--- src/hw/rtl/lpc_pkg.sv ---
// lpc_pkg: shared types and constants for the led pattern controller
// used by lpc_phase_div, lpc_slot_alu and led_pattern_controller
// no dependencies
package lpc_pkg;

    localparam int SLOT_COUNT  = 8;
    localparam int SLOT_W      = 3;
    localparam int MODE_W      = 3;
    localparam int FLASH_W     = 3;
    localparam int LEVEL_W     = 8;
    localparam int TIME_W      = 32;

    localparam logic [MODE_W-1:0] MODE_OFF    = 3'd0;
    localparam logic [MODE_W-1:0] MODE_ON     = 3'd1;
    localparam logic [MODE_W-1:0] MODE_SLOW   = 3'd2;
    localparam logic [MODE_W-1:0] MODE_FAST   = 3'd3;
    localparam logic [MODE_W-1:0] MODE_BREATH = 3'd4;
    localparam logic [MODE_W-1:0] MODE_FLASH  = 3'd5;

    localparam int SLOW_HALF     = 500;
    localparam int FAST_HALF     = 100;
    localparam int BREATH_MS     = 15;
    localparam int BREATH_STEP   = 5;
    localparam int LEVEL_MAX     = 255;
    localparam int FLASH_TOGGLES = 6;

    // x = now/4 (below 2^30): (x * K) >> S gives x/125 = now/500 and x/25 = now/100
    localparam int RECIP_X_W = TIME_W - 2;
    localparam int RECIP_K_W = 31;
    localparam int RECIP_P_W = RECIP_X_W + RECIP_K_W;
    localparam logic [RECIP_K_W-1:0] SLOW_RECIP    = 31'd1099511628;
    localparam int                   SLOW_RECIP_SH = 37;
    localparam logic [RECIP_K_W-1:0] FAST_RECIP    = 31'd1374389535;
    localparam int                   FAST_RECIP_SH = 35;

    localparam logic KIND_DRIVE = 1'b0;
    localparam logic KIND_ACK   = 1'b1;
    localparam logic FUNC_UPDATE = 1'b0;
    localparam logic FUNC_SET    = 1'b1;
    localparam logic STATUS_OK   = 1'b0;
    localparam logic STATUS_BAD  = 1'b1;

    localparam int REG_PRESENT  = 0;
    localparam int REG_DIMMABLE = 1;
    localparam int REG_STATIC   = 2;
    localparam int PADDR_W      = 4;
    localparam int IN_DATA_W    = 40;
    localparam int OUT_DATA_W   = 24;

    // bit 0 of now/500 and now/100
    typedef struct packed {
        logic slow_odd;
        logic fast_odd;
    } phase_t;

    typedef struct packed {
        logic [MODE_W-1:0]  mode;
        logic [TIME_W-1:0]  last_time;
        logic [FLASH_W-1:0] flash;
        logic [LEVEL_W-1:0] level;
        logic               rising;
    } slot_state_t;

    typedef struct packed {
        logic               wr;
        logic               on;
        logic               bw;
        logic [LEVEL_W-1:0] br;
    } drive_t;

endpackage

--- src/hw/rtl/lpc_phase_div.sv ---
// lpc_phase_div: parity of now/500 and now/100 by reciprocal multiplication
// one shared multiplier, used in turn: slow quotient first, then fast
// depends on lpc_pkg
module lpc_phase_div (
    input  logic                       aclk,
    input  logic                       aresetn,
    input  logic                       start,
    input  logic [lpc_pkg::TIME_W-1:0] now_ms,
    output logic                       busy,
    output lpc_pkg::phase_t            phase
);

    logic                            busy_reg;
    logic                            fast_sel_reg;
    logic [lpc_pkg::RECIP_X_W-1:0]   x_reg;
    logic                            slow_odd_reg;
    logic                            fast_odd_reg;
    logic [lpc_pkg::RECIP_K_W-1:0]   recip;
    logic [lpc_pkg::RECIP_P_W-1:0]   product;

    assign recip   = fast_sel_reg ? lpc_pkg::FAST_RECIP : lpc_pkg::SLOW_RECIP;
    assign product = {{lpc_pkg::RECIP_K_W{1'b0}}, x_reg}
                   * {{lpc_pkg::RECIP_X_W{1'b0}}, recip};

    always_ff @(posedge aclk) begin
        if (!aresetn) begin
            busy_reg     <= 1'b0;
            fast_sel_reg <= 1'b0;
        end else if (start) begin
            busy_reg     <= 1'b1;
            fast_sel_reg <= 1'b0;
        end else if (busy_reg) begin
            fast_sel_reg <= 1'b1;
            if (fast_sel_reg) begin
                busy_reg <= 1'b0;
            end
        end
    end

    always_ff @(posedge aclk) begin
        if (start) begin
            x_reg <= now_ms[lpc_pkg::TIME_W-1:2];
        end else if (busy_reg) begin
            if (fast_sel_reg) begin
                fast_odd_reg <= product[lpc_pkg::FAST_RECIP_SH];
            end else begin
                slow_odd_reg <= product[lpc_pkg::SLOW_RECIP_SH];
            end
        end
    end

    assign busy           = busy_reg;
    assign phase.slow_odd = slow_odd_reg;
    assign phase.fast_odd = fast_odd_reg;

endmodule

--- src/hw/rtl/lpc_slot_alu.sv ---
// lpc_slot_alu: shared per-slot step, one slot per use
// elapsed-time compare, blink, breathing and flash logic
// depends on lpc_pkg
module lpc_slot_alu (
    input  logic                       present,
    input  logic                       dimmable,
    input  logic [lpc_pkg::TIME_W-1:0] now_ms,
    input  lpc_pkg::phase_t            phase,
    input  lpc_pkg::slot_state_t       cur,
    output lpc_pkg::slot_state_t       nxt,
    output lpc_pkg::drive_t            drive
);

    logic [lpc_pkg::TIME_W-1:0]  elapsed;
    logic [lpc_pkg::LEVEL_W:0]   level_up;

    assign elapsed  = now_ms - cur.last_time;
    assign level_up = {1'b0, cur.level} + (lpc_pkg::LEVEL_W+1)'(lpc_pkg::BREATH_STEP);

    always_comb begin
        nxt   = cur;
        drive = '0;
        if (present) begin
            unique case (cur.mode)
                lpc_pkg::MODE_OFF: begin
                    drive.wr = 1'b1;
                end
                lpc_pkg::MODE_ON: begin
                    drive.wr = 1'b1;
                    drive.on = 1'b1;
                end
                lpc_pkg::MODE_SLOW: begin
                    if (elapsed >= lpc_pkg::TIME_W'(lpc_pkg::SLOW_HALF)) begin
                        drive.wr      = 1'b1;
                        drive.on      = phase.slow_odd;
                        nxt.last_time = now_ms;
                    end
                end
                lpc_pkg::MODE_FAST: begin
                    if (elapsed >= lpc_pkg::TIME_W'(lpc_pkg::FAST_HALF)) begin
                        drive.wr      = 1'b1;
                        drive.on      = phase.fast_odd;
                        nxt.last_time = now_ms;
                    end
                end
                lpc_pkg::MODE_BREATH: begin
                    if (dimmable && elapsed >= lpc_pkg::TIME_W'(lpc_pkg::BREATH_MS)) begin
                        if (cur.rising) begin
                            if (level_up >= (lpc_pkg::LEVEL_W+1)'(lpc_pkg::LEVEL_MAX)) begin
                                nxt.level  = lpc_pkg::LEVEL_W'(lpc_pkg::LEVEL_MAX);
                                nxt.rising = 1'b0;
                            end else begin
                                nxt.level = level_up[lpc_pkg::LEVEL_W-1:0];
                            end
                        end else if (cur.level != '0) begin
                            if (cur.level >= lpc_pkg::LEVEL_W'(lpc_pkg::BREATH_STEP)) begin
                                nxt.level = cur.level - lpc_pkg::LEVEL_W'(lpc_pkg::BREATH_STEP);
                            end else begin
                                nxt.level = '0;
                            end
                        end else begin
                            // bottom reached: turn around without a step
                            nxt.rising = 1'b1;
                        end
                        drive.wr      = 1'b1;
                        drive.bw      = 1'b1;
                        drive.br      = nxt.level;
                        nxt.last_time = now_ms;
                    end
                end
                lpc_pkg::MODE_FLASH: begin
                    if (cur.flash >= lpc_pkg::FLASH_W'(lpc_pkg::FLASH_TOGGLES)) begin
                        nxt.mode  = lpc_pkg::MODE_OFF;
                        nxt.flash = '0;
                        drive.wr  = 1'b1;
                    end else if (elapsed >= lpc_pkg::TIME_W'(lpc_pkg::FAST_HALF)) begin
                        drive.wr      = 1'b1;
                        drive.on      = cur.flash[0];
                        nxt.last_time = now_ms;
                        nxt.flash     = cur.flash + 1'b1;
                    end
                end
                default: begin
                    // unknown mode: held, nothing driven
                end
            endcase
        end
    end

endmodule

--- src/hw/rtl/led_pattern_controller.sv ---
// led_pattern_controller: top level, sequencer, slot storage, apb registers
// and the output register; uses lpc_phase_div and lpc_slot_alu
// depends on lpc_pkg
//
//  channel   dir   handshake               payload
//  s_axis    in    s_tvalid / s_tready     tdata: now_ms, slot_id, new_mode; tuser: func
//  m_axis    out   m_tvalid / m_tready     tdata: result fields; tuser: kind; tlast: last
//  apb       in    psel, penable, pready   paddr, pwdata, prdata
//
// a set-mode item is accepted, then acknowledged from the set state once the output is free.
// an update item steps through acceptance, the shared multiplier
// (now/500, then now/100), a hand-over, then the slot step for each slot in turn.
// s_tready is high only while idle; a stalled m_tready holds the sequencer.
// reset (synchronous, active low) clears all slot state, the apb registers and control.
module led_pattern_controller (
    input  logic                            aclk,
    input  logic                            aresetn,

    input  logic                            s_tvalid,
    output logic                            s_tready,
    // [31:0] now_ms, [34:32] slot_id, [37:35] new_mode, [39:38] zero
    input  logic [lpc_pkg::IN_DATA_W-1:0]   s_tdata,
    // [0] func
    input  logic                            s_tuser,

    output logic                            m_tvalid,
    input  logic                            m_tready,
    // [2:0] slot_index, [3] drive_written, [4] drive_on, [5] brightness_write,
    // [13:6] brightness, [16:14] slot_mode, [17] status, [23:18] zero
    output logic [lpc_pkg::OUT_DATA_W-1:0]  m_tdata,
    // [0] kind
    output logic                            m_tuser,
    output logic                            m_tlast,

    input  logic                            psel,
    input  logic                            penable,
    input  logic                            pwrite,
    input  logic [lpc_pkg::PADDR_W-1:0]     paddr,
    input  logic [31:0]                     pwdata,
    output logic [31:0]                     prdata,
    output logic                            pready
);

    localparam logic [1:0] ST_IDLE = 2'd0;
    localparam logic [1:0] ST_DIV  = 2'd1;
    localparam logic [1:0] ST_SLOT = 2'd2;
    localparam logic [1:0] ST_SET  = 2'd3;

    logic [1:0] state_reg, state_next;

    // configuration registers
    logic [7:0] present_reg;
    logic [7:0] dimmable_reg;
    logic [3:0] static_count_reg;
    logic       cfg_write;
    logic [1:0] cfg_index;

    // latched item
    logic                        func_reg;
    logic [lpc_pkg::TIME_W-1:0]  now_reg;
    logic [lpc_pkg::SLOT_W-1:0]  id_reg;
    logic [lpc_pkg::MODE_W-1:0]  new_mode_reg;

    logic [lpc_pkg::SLOT_W-1:0]  idx_reg;

    // slot storage
    logic [lpc_pkg::MODE_W-1:0]  mode_reg   [lpc_pkg::SLOT_COUNT];
    logic [lpc_pkg::TIME_W-1:0]  time_reg   [lpc_pkg::SLOT_COUNT];
    logic [lpc_pkg::FLASH_W-1:0] flash_reg  [lpc_pkg::SLOT_COUNT];
    logic [lpc_pkg::LEVEL_W-1:0] level_reg  [lpc_pkg::SLOT_COUNT];
    logic                        rising_reg [lpc_pkg::SLOT_COUNT];

    // output register
    logic                            m_valid_reg;
    logic [lpc_pkg::OUT_DATA_W-1:0]  m_data_reg;
    logic                            m_user_reg;
    logic                            m_last_reg;

    logic                  in_xfer;
    logic                  out_free;
    logic                  div_busy;
    lpc_pkg::phase_t       phase;
    lpc_pkg::slot_state_t  cur_slot, nxt_slot;
    lpc_pkg::drive_t       drive;
    logic                  set_bad;
    logic                  slot_step;
    logic                  set_step;

    assign s_tready = (state_reg == ST_IDLE);
    assign in_xfer  = s_tvalid && s_tready;
    assign out_free = !m_valid_reg || m_tready;

    assign cfg_write = psel && penable && pwrite;
    assign cfg_index = paddr[3:2];
    assign pready    = 1'b1;

    always_comb begin
        unique case (cfg_index)
            2'(lpc_pkg::REG_PRESENT):  prdata = {24'd0, present_reg};
            2'(lpc_pkg::REG_DIMMABLE): prdata = {24'd0, dimmable_reg};
            2'(lpc_pkg::REG_STATIC):   prdata = {28'd0, static_count_reg};
            default:                   prdata = '0;
        endcase
    end

    always_ff @(posedge aclk) begin
        if (!aresetn) begin
            present_reg      <= '0;
            dimmable_reg     <= '0;
            static_count_reg <= '0;
        end else if (cfg_write) begin
            unique case (cfg_index)
                2'(lpc_pkg::REG_PRESENT):  present_reg      <= pwdata[7:0];
                2'(lpc_pkg::REG_DIMMABLE): dimmable_reg     <= pwdata[7:0];
                2'(lpc_pkg::REG_STATIC):   static_count_reg <= pwdata[3:0];
                default: ;
            endcase
        end
    end

    lpc_phase_div u_phase_div (
        .aclk    (aclk),
        .aresetn (aresetn),
        .start   (in_xfer && s_tuser == lpc_pkg::FUNC_UPDATE),
        .now_ms  (s_tdata[31:0]),
        .busy    (div_busy),
        .phase   (phase)
    );

    assign cur_slot.mode      = mode_reg[idx_reg];
    assign cur_slot.last_time = time_reg[idx_reg];
    assign cur_slot.flash     = flash_reg[idx_reg];
    assign cur_slot.level     = level_reg[idx_reg];
    assign cur_slot.rising    = rising_reg[idx_reg];

    lpc_slot_alu u_slot_alu (
        .present  (present_reg[idx_reg]),
        .dimmable (dimmable_reg[idx_reg]),
        .now_ms   (now_reg),
        .phase    (phase),
        .cur      (cur_slot),
        .nxt      (nxt_slot),
        .drive    (drive)
    );

    assign set_bad = ({1'b0, id_reg} >= static_count_reg)
                  || ({1'b0, id_reg} >= 4'(lpc_pkg::SLOT_COUNT));
    assign slot_step = (state_reg == ST_SLOT) && out_free;
    assign set_step  = (state_reg == ST_SET) && out_free;

    always_comb begin
        state_next = state_reg;
        unique case (state_reg)
            ST_IDLE: begin
                if (in_xfer) begin
                    state_next = (s_tuser == lpc_pkg::FUNC_SET) ? ST_SET : ST_DIV;
                end
            end
            ST_DIV: begin
                if (!div_busy) begin
                    state_next = ST_SLOT;
                end
            end
            ST_SLOT: begin
                if (out_free && idx_reg == lpc_pkg::SLOT_W'(lpc_pkg::SLOT_COUNT - 1)) begin
                    state_next = ST_IDLE;
                end
            end
            ST_SET: begin
                if (out_free) begin
                    state_next = ST_IDLE;
                end
            end
            default: state_next = ST_IDLE;
        endcase
    end

    always_ff @(posedge aclk) begin
        if (!aresetn) begin
            state_reg <= ST_IDLE;
            idx_reg   <= '0;
        end else begin
            state_reg <= state_next;
            if (in_xfer) begin
                idx_reg <= '0;
            end else if (slot_step) begin
                idx_reg <= idx_reg + 1'b1;
            end
        end
    end

    always_ff @(posedge aclk) begin
        if (in_xfer) begin
            func_reg     <= s_tuser;
            now_reg      <= s_tdata[31:0];
            id_reg       <= s_tdata[34:32];
            new_mode_reg <= s_tdata[37:35];
        end
    end

    always_ff @(posedge aclk) begin
        if (!aresetn) begin
            for (int i = 0; i < lpc_pkg::SLOT_COUNT; i++) begin
                mode_reg[i]   <= lpc_pkg::MODE_OFF;
                time_reg[i]   <= '0;
                flash_reg[i]  <= '0;
                level_reg[i]  <= '0;
                rising_reg[i] <= 1'b1;
            end
        end else if (slot_step) begin
            mode_reg[idx_reg]   <= nxt_slot.mode;
            time_reg[idx_reg]   <= nxt_slot.last_time;
            flash_reg[idx_reg]  <= nxt_slot.flash;
            level_reg[idx_reg]  <= nxt_slot.level;
            rising_reg[idx_reg] <= nxt_slot.rising;
        end else if (set_step && !set_bad && func_reg == lpc_pkg::FUNC_SET) begin
            mode_reg[id_reg] <= new_mode_reg;
            time_reg[id_reg] <= now_reg;
            if (new_mode_reg == lpc_pkg::MODE_FLASH) begin
                flash_reg[id_reg] <= '0;
            end
            if (new_mode_reg == lpc_pkg::MODE_BREATH) begin
                level_reg[id_reg]  <= '0;
                rising_reg[id_reg] <= 1'b1;
            end
        end
    end

    always_ff @(posedge aclk) begin
        if (!aresetn) begin
            m_valid_reg <= 1'b0;
        end else if (slot_step || set_step) begin
            m_valid_reg <= 1'b1;
        end else if (m_tready) begin
            m_valid_reg <= 1'b0;
        end
    end

    always_ff @(posedge aclk) begin
        if (slot_step) begin
            m_data_reg <= {6'd0, lpc_pkg::STATUS_OK, nxt_slot.mode, drive.br, drive.bw,
                           drive.on, drive.wr, idx_reg};
            m_user_reg <= lpc_pkg::KIND_DRIVE;
            m_last_reg <= (idx_reg == lpc_pkg::SLOT_W'(lpc_pkg::SLOT_COUNT - 1));
        end else if (set_step) begin
            if (set_bad) begin
                // invalid id reports the stored mode untouched
                m_data_reg <= {6'd0, lpc_pkg::STATUS_BAD, mode_reg[id_reg], 8'd0, 3'd0, id_reg};
            end else begin
                m_data_reg <= {6'd0, lpc_pkg::STATUS_OK, new_mode_reg, 8'd0, 3'd0, id_reg};
            end
            m_user_reg <= lpc_pkg::KIND_ACK;
            m_last_reg <= 1'b1;
        end
    end

    assign m_tvalid = m_valid_reg;
    assign m_tdata  = m_data_reg;
    assign m_tuser  = m_user_reg;
    assign m_tlast  = m_last_reg;

endmodule
--- config.mk ---
export PLATFORM = sky130hd
export DESIGN_NAME = led_pattern_controller
export DESIGN_NICKNAME = d
export VERILOG_FILES = /design/src/hw/rtl/lpc_pkg.sv /design/src/hw/rtl/lpc_phase_div.sv /design/src/hw/rtl/lpc_slot_alu.sv /design/src/hw/rtl/led_pattern_controller.sv
export SDC_FILE = /design/constraint.sdc
export NUM_CORES = 2
export LEC_CHECK = 0
export BUFFER_PORTS_ARGS = -buffer_cell sky130_fd_sc_hd__buf_4
export CAP_MARGIN = 20
export CORE_AREA = 5 5 256 258
export CTS_CLUSTER_SIZE = 8
export DETAILED_ROUTE_END_ITERATION = 7
export DIE_AREA = 0 0 261 263
export HOLD_SLACK_MARGIN = 0.1
export PLACE_DENSITY = 0.81
export SETUP_SLACK_MARGIN = 0.4
export SYNTH_ARGS = -nofsm -noshare
export SYNTH_HDL_FRONTEND = slang
export SYNTH_SLANG_ARGS = --single-unit
--- constraint.sdc ---
create_clock -name aclk -period 9 [get_ports aclk]
set_clock_uncertainty 0.05 [all_clocks]
set_input_delay 1.8 -clock aclk [delete_from_list [all_inputs] [get_ports aclk]]
set_output_delay 1.8 -clock aclk [all_outputs]
set_load 0.05 [all_outputs]
======== After elaboration in Yosys (flattened, before gate mapping) ========
Memories as Yosys holds them, arrays and structs flattened. A register that Yosys moved wholly into a read port is not among the register bits.
Index checks and enable logic that the tools add are counted.
word-level totals
  register bits ........................... 119
  RAM bits ................................ 376
  output and inout bits ................... 61
  word-level logic and storage cells ...... 209
  memories ................................ 5
operators by class
  $add $sub $neg .......................... 5
  $mul .................................... 1
  magnitude comparators ................... 8
  equal/unequal tests ..................... 17
  muxes and demuxes ....................... 111
  bitwise gates (word level) .............. 4
  reductions and logical operators ........ 39
memory list
  name        depth  width  read ports  clocked after Yosys merged registers in  write ports  RTL line                      RTL
  time_reg    8      32     1           1                                        8            led_pattern_controller.sv:68  logic [lpc_pkg::TIME_W-1:0] time_reg [lpc_pkg::SLOT_COUNT];
  level_reg   8      8      1           1                                        8            led_pattern_controller.sv:70  logic [lpc_pkg::LEVEL_W-1:0] level_reg [lpc_pkg::SLOT_COUNT];
  flash_reg   8      3      1           1                                        8            led_pattern_controller.sv:69  logic [lpc_pkg::FLASH_W-1:0] flash_reg [lpc_pkg::SLOT_COUNT];
  mode_reg    8      3      2           2                                        8            led_pattern_controller.sv:67  logic [lpc_pkg::MODE_W-1:0] mode_reg [lpc_pkg::SLOT_COUNT];
  rising_reg  8      1      1           1                                        8            led_pattern_controller.sv:71  logic rising_reg [lpc_pkg::SLOT_COUNT];
operator list
  kind                                                                                  number
  32-bit 2-to-1 mux                                                                     6
  32-bit one-hot mux with 4 select lines                                                1
  3-bit 2-to-1 mux                                                                      29
  32-bit OR reduction                                                                   2
  47-bit 2-to-1 mux                                                                     1
  9-bit 2-to-1 mux                                                                      5
  1-bit 2-to-1 mux                                                                      44
  8-bit 2-to-1 mux                                                                      5
  30-bit by 31-bit multiplier with 38-bit output                                        1
  35-bit 2-to-1 mux                                                                     1
  17-bit 2-to-1 mux                                                                     2
  32-bit by 4-bit greater-or-equal comparator with 1-bit output, second input constant  1
  32-bit by 7-bit greater-or-equal comparator with 1-bit output, second input constant  1
  32-bit by 9-bit greater-or-equal comparator with 1-bit output, second input constant  1
  32-bit subtractor                                                                     1
  29-bit 2-to-1 mux                                                                     1
  8-bit one-hot mux with 3 select lines                                                 1
  18-bit 2-to-1 mux                                                                     1
  2-bit 2-to-1 mux                                                                      8
  8-bit OR reduction                                                                    2
  3-bit == test, second input constant                                                  5
  3-bit OR reduction                                                                    4
  11-bit 2-to-1 mux                                                                     1
  1-bit logical AND                                                                     10
  30 further kinds                                                                      51

======== Depth between registers and ports, before layout ========
  word-level depth ........................ 11
  mapped depth ............................ 31
  gate-level depth less buffers ........... 28

======== Modules after synthesis ========
Synthesis repeated with hierarchy kept, for this count alone.
unflattened totals
  cells, all modules ...................... 3443
  area, all modules ....................... 40371.2 um^2
modules (own cells, without submodules)
  module                  instances  cells each  area each (um^2)
  led_pattern_controller  1          1460        21787.1
  lpc_phase_div           1          1426        14667.8
  lpc_slot_alu            1          557         3916.3

======== Least setup slack after synthesis ========
No wires, ideal clock.
  kind .................................... register to register
  start point ............................. reg u_phase_div.fast_sel_reg
  end point ............................... reg u_phase_div.slow_odd_reg (data pin)
  library setup time ...................... 0.260 ns
  arrival ................................. 6.977 ns
  required time ........................... 8.690 ns
  setup slack ............................. 1.713 ns
  cell stages (with the launch flop) ...... 29
  buffers on the path ..................... 4
  clock period less this slack ............ 7.287 ns
  path through ............................ dfxtp_1 clkbuf_1 clkbuf_1 buf_1 clkbuf_1 nor2_1 ha_1 fa_1 fa_1 inv_1 fa_1 inv_1 fa_1 inv_1 fa_1 inv_1 fa_1 inv_1 fa_1 inv_1 ha_1 nand2_1 nor3_1 nand2_1 o2111ai_1 a221oi_1 o31ai_1 a31oi_1 xnor2_1
between the ends
  cells in the longest elaborated chain, start to end .. 2
ends and longest elaborated chain
  what                                            RTL line             RTL
  from (decl)                                     lpc_phase_div.sv:14  logic fast_sel_reg;
  from (signal assigned)                          lpc_phase_div.sv:28  fast_sel_reg <= 1'b0;
  from (signal assigned)                          lpc_phase_div.sv:31  fast_sel_reg <= 1'b0;
  from (signal assigned)                          lpc_phase_div.sv:33  fast_sel_reg <= 1'b1;
  29-bit 2-to-1 mux                               lpc_phase_div.sv:21  assign recip = fast_sel_reg ? lpc_pkg::FAST_RECIP : lpc_pkg::SLOW_RECIP;
  30-bit by 31-bit multiplier with 38-bit output  lpc_phase_div.sv:23  * {{lpc_pkg::RECIP_X_W{1'b0}}, recip};
  via u_phase_div.product (one bit)               lpc_phase_div.sv:19  logic [lpc_pkg::RECIP_P_W-1:0] product;
  to (signal assigned)                            lpc_phase_div.sv:47  slow_odd_reg <= product[lpc_pkg::SLOW_RECIP_SH];
  to (decl)                                       lpc_phase_div.sv:16  logic slow_odd_reg;
The timed path passes the listed nets, and every way through them passes these cells.
A chain may end at the register's enable or synchronous reset.

======== Worst setup path in the final report ========
Ends and elaborated chain as after synthesis.

==> flow_summary.toml <==
[cts]
clockBufferDepth = 3
clock_latency_ns = 0.62
tritoncts = "yes"
cts.sinks = 501
path_clk_slew_ns = 0.05
cts_made_buffers = 73
clock-root-buffer = "clkbuf_16"
post_cts_resize_count = 0
cts_max_level = 3
post_cts_buffers = 0
hold_buffers = 0

[die]
dieHeight_um = 263
io-pin-count = 145
die_area_um2 = 68640
core_um2 = 62740
start_util = 0.6335
rows = 92
die_w_um = 261

[drt]
drt_iter0_drc = 2639
vias = 26700
drt_first_pass_iters = 7
ant_nets = 0
vias_per_cell = 6.224
drc = 0
wl_um = 101800
routedWlPerCell_um = 23.73

[synth]
synth_ff_type = "edfxtp_1"
synth_edf_count = 465
yosysWarnings = 0
syn_avg_cell_area_um2 = 11.90
synth_cell_types = 93
synth_area_um2 = 39740
synth_top_area_share = 0.3513
synth_area_leaders = "edfxtp_1 (35%), fa_1 (18%), ha_1 (9.3%), mux4_2 (5.8%), inv_1 (5.4%)"
ys_ff_latch = 501
seq_area_frac_synth = 0.3695
synth_top_area_cell = "edfxtp_1"
syn_inst = 3340
ys_async_sr_fraction = 0

[pwr]
p_int_mw = 8.079
combinationalPowerShare = 0.627
clkPwrFrac = 0.175
swShare = 0.4355
power.switching_mw = 6.232
cellPowerDensity_nw_per_um2 = 333.1
p_total_mw = 14.31
power_frac_seq = 0.197
ir_worst_vdd_uv = 819.8
p_leak_nw = 17.87

[sta]
rsz0062_at_grt = "false"
drv_slew = 0
min_period_over_period = 0.9075
max-slew-margin-rel = 0.2296
setup_viol = 0
tightest_slew_ns = 1.140
setup-tns-final_ns = 0
finalCriticalPeriod_ns = 8.167
clock.fmax_mhz = 122.4
whs_ns = 0.4433
final_hold_viol_count = 0

[worst_setup_path]
crit_type = "reg -> reg"
worstPathArrival_ns = 8.49
cp.required_ns = 9.32
critPathTopFamily = "adder cells"
startpoint_type = "register"
critPathBufInv = 5
cp-end-kind = "register"
path_max_fanout = 23
slowest_stage = "dfxtp_2"
path_common_cell = "fa_1"
slowest_delay_ns = 0.63

[cells_and_area]
seqCellArea_um2 = 14700
largest_reg_flops = 256
fin_nets = 4150
final_core_util = 0.6848
area_growth_pct = 8.103
final_cells = 4290
multi_input_area_um2 = 22000
layout-drive-gt1-share = 0.1203
num-fill-cells = 4322

[placed_design]
dpl.cell_count = 4191
io_buffers = 85
hpwl_um = 72560
gp_congestion = 0.9726

[run_status]
status = "completed"

[global_routing]
grt_pass1_vias = 27954
overflow = 0
grt.total_usage = 0.3001
grt_pass1_wl_um = 159000
antenna_found_initial = 6
grt_max_degree = 241

[hold_path]
hp-class = "reg -> reg"

[flow_run]
max_cap_viol_count = 0
-- cell type report --
class	instances	area share
flip-flops and latches	501	0.3421
diodes	2	0.0001165
repair buffers	128	0.02295
multi-input cells	2141	0.5121
clock inverters	9	0.004106
well taps	846	0.02464
inverters	575	0.05024
clock buffers	88	0.04383
-- cell families (layout without fill, tap and decap cells) --
group	after synthesis	after routing	synth area share
other cells	2	49	0.0001890
flops	501	501	0.3695
fa+ha+maj	646	646	0.2699
simple gates	626	626	0.07339
compound gates	546	546	0.1042
buf+inv	743	800	0.08226
xor+xnor	72	72	0.01587
mux	204	204	0.08472
-- routing by layer --
layer	global-route usage	share of wire	vias up
met3	0.05712	0.094	309
li1	-	-	11758
met4	0.1284	0.048	4
met5	0	0.00028	-
met1	0.3897	0.37	13209
met2	0.4987	0.49	1420
-- synth_stat cells, types with 10 or more instances --
master / instances
a211oi_1: 252
a21o_1: 17
a21oi_1: 70
a21oi_4: 30
and2_1: 16
and3_1: 10
buf_2: 18
buf_4: 59
buf_6: 17
clkbuf_1: 62
dfxtp_1: 36
edfxtp_1: 465
fa_1: 352
ha_1: 294
inv_1: 575
mux2_2: 16
mux2i_1: 83
mux4_2: 103
nand2_1: 173
nand2b_1: 28
nand3_1: 23
nand4_1: 16
nor2_1: 227
nor2b_1: 34
nor3_1: 38
o211ai_1: 15
o21a_1: 15
o21ai_0: 62
or3_1: 12
xnor2_1: 55
xor2_1: 17
-- metrics by stage --
stage          setup slack, ns  cell area, µm²
2_1_floorplan            1.713           39910
3_3_place_gp            0.9163           40900
3_5_place_dp            0.8118           40900
4_1_cts                 0.8041           42960
5_1_grt                 0.4729           42960
6_report                0.8328           42960
-- power groups by stage --
stage               logic, mW  clock network, mW  registers (mW)
global route             10.2               2.63            2.84
CTS                      9.04               2.53            2.82
finish                   8.98               2.51            2.83
detailed placement       8.95                  0            2.87
global placement         8.61                  0            2.86
floorplan                6.25                  0            2.85
-- final timing paths --
path,from,to,slack [ns],cells after the start
worst max-delay path,u_phase_div.fast_sel_reg,u_phase_div.slow_odd_reg,0.83,25
worst min-delay path,m_tdata[17],m_tdata[17],0.44,2
worst max register to register,u_phase_div.fast_sel_reg,u_phase_div.slow_odd_reg,0.83,25
worst min register to register,m_tdata[17],m_tdata[17],0.44,2
-- cell usage in the layout, fill, tap and decap left out, types with 6 or more instances in the layout --
master	instances
a211oi_1	252
a21boi_0	6
a21o_1	17
a21oi_1	70
a21oi_2	8
a21oi_4	30
and2_1	16
and3_1	10
buf_4	126
clkbuf_1	15
clkbuf_16	73
conb_1	47
dfxtp_1	32
edfxtp_1	465
fa_1	352
ha_1	294
inv_1	574
mux2_2	16
mux2i_1	83
mux4_2	103
nand2_1	165
nand2_2	9
nand2b_1	27
nand3_1	23
nand3b_1	6
nand4_1	16
nor2_1	226
nor2b_1	34
nor3_1	38
o211ai_1	15
o21a_1	15
o21ai_0	62
o21ai_1	6
o22ai_1	7
o31ai_1	6
or2_2	8
or3_1	12
xnor2_1	55
xor2_1	17
-- tightest hold or removal path, stage by stage (launching register included) --
cell	delay (ns)
dfxtp_1	0.32
nand2_1	0.05
o21ai_0	0.07
No activity file was read; power rests on OpenSTA's default activity.
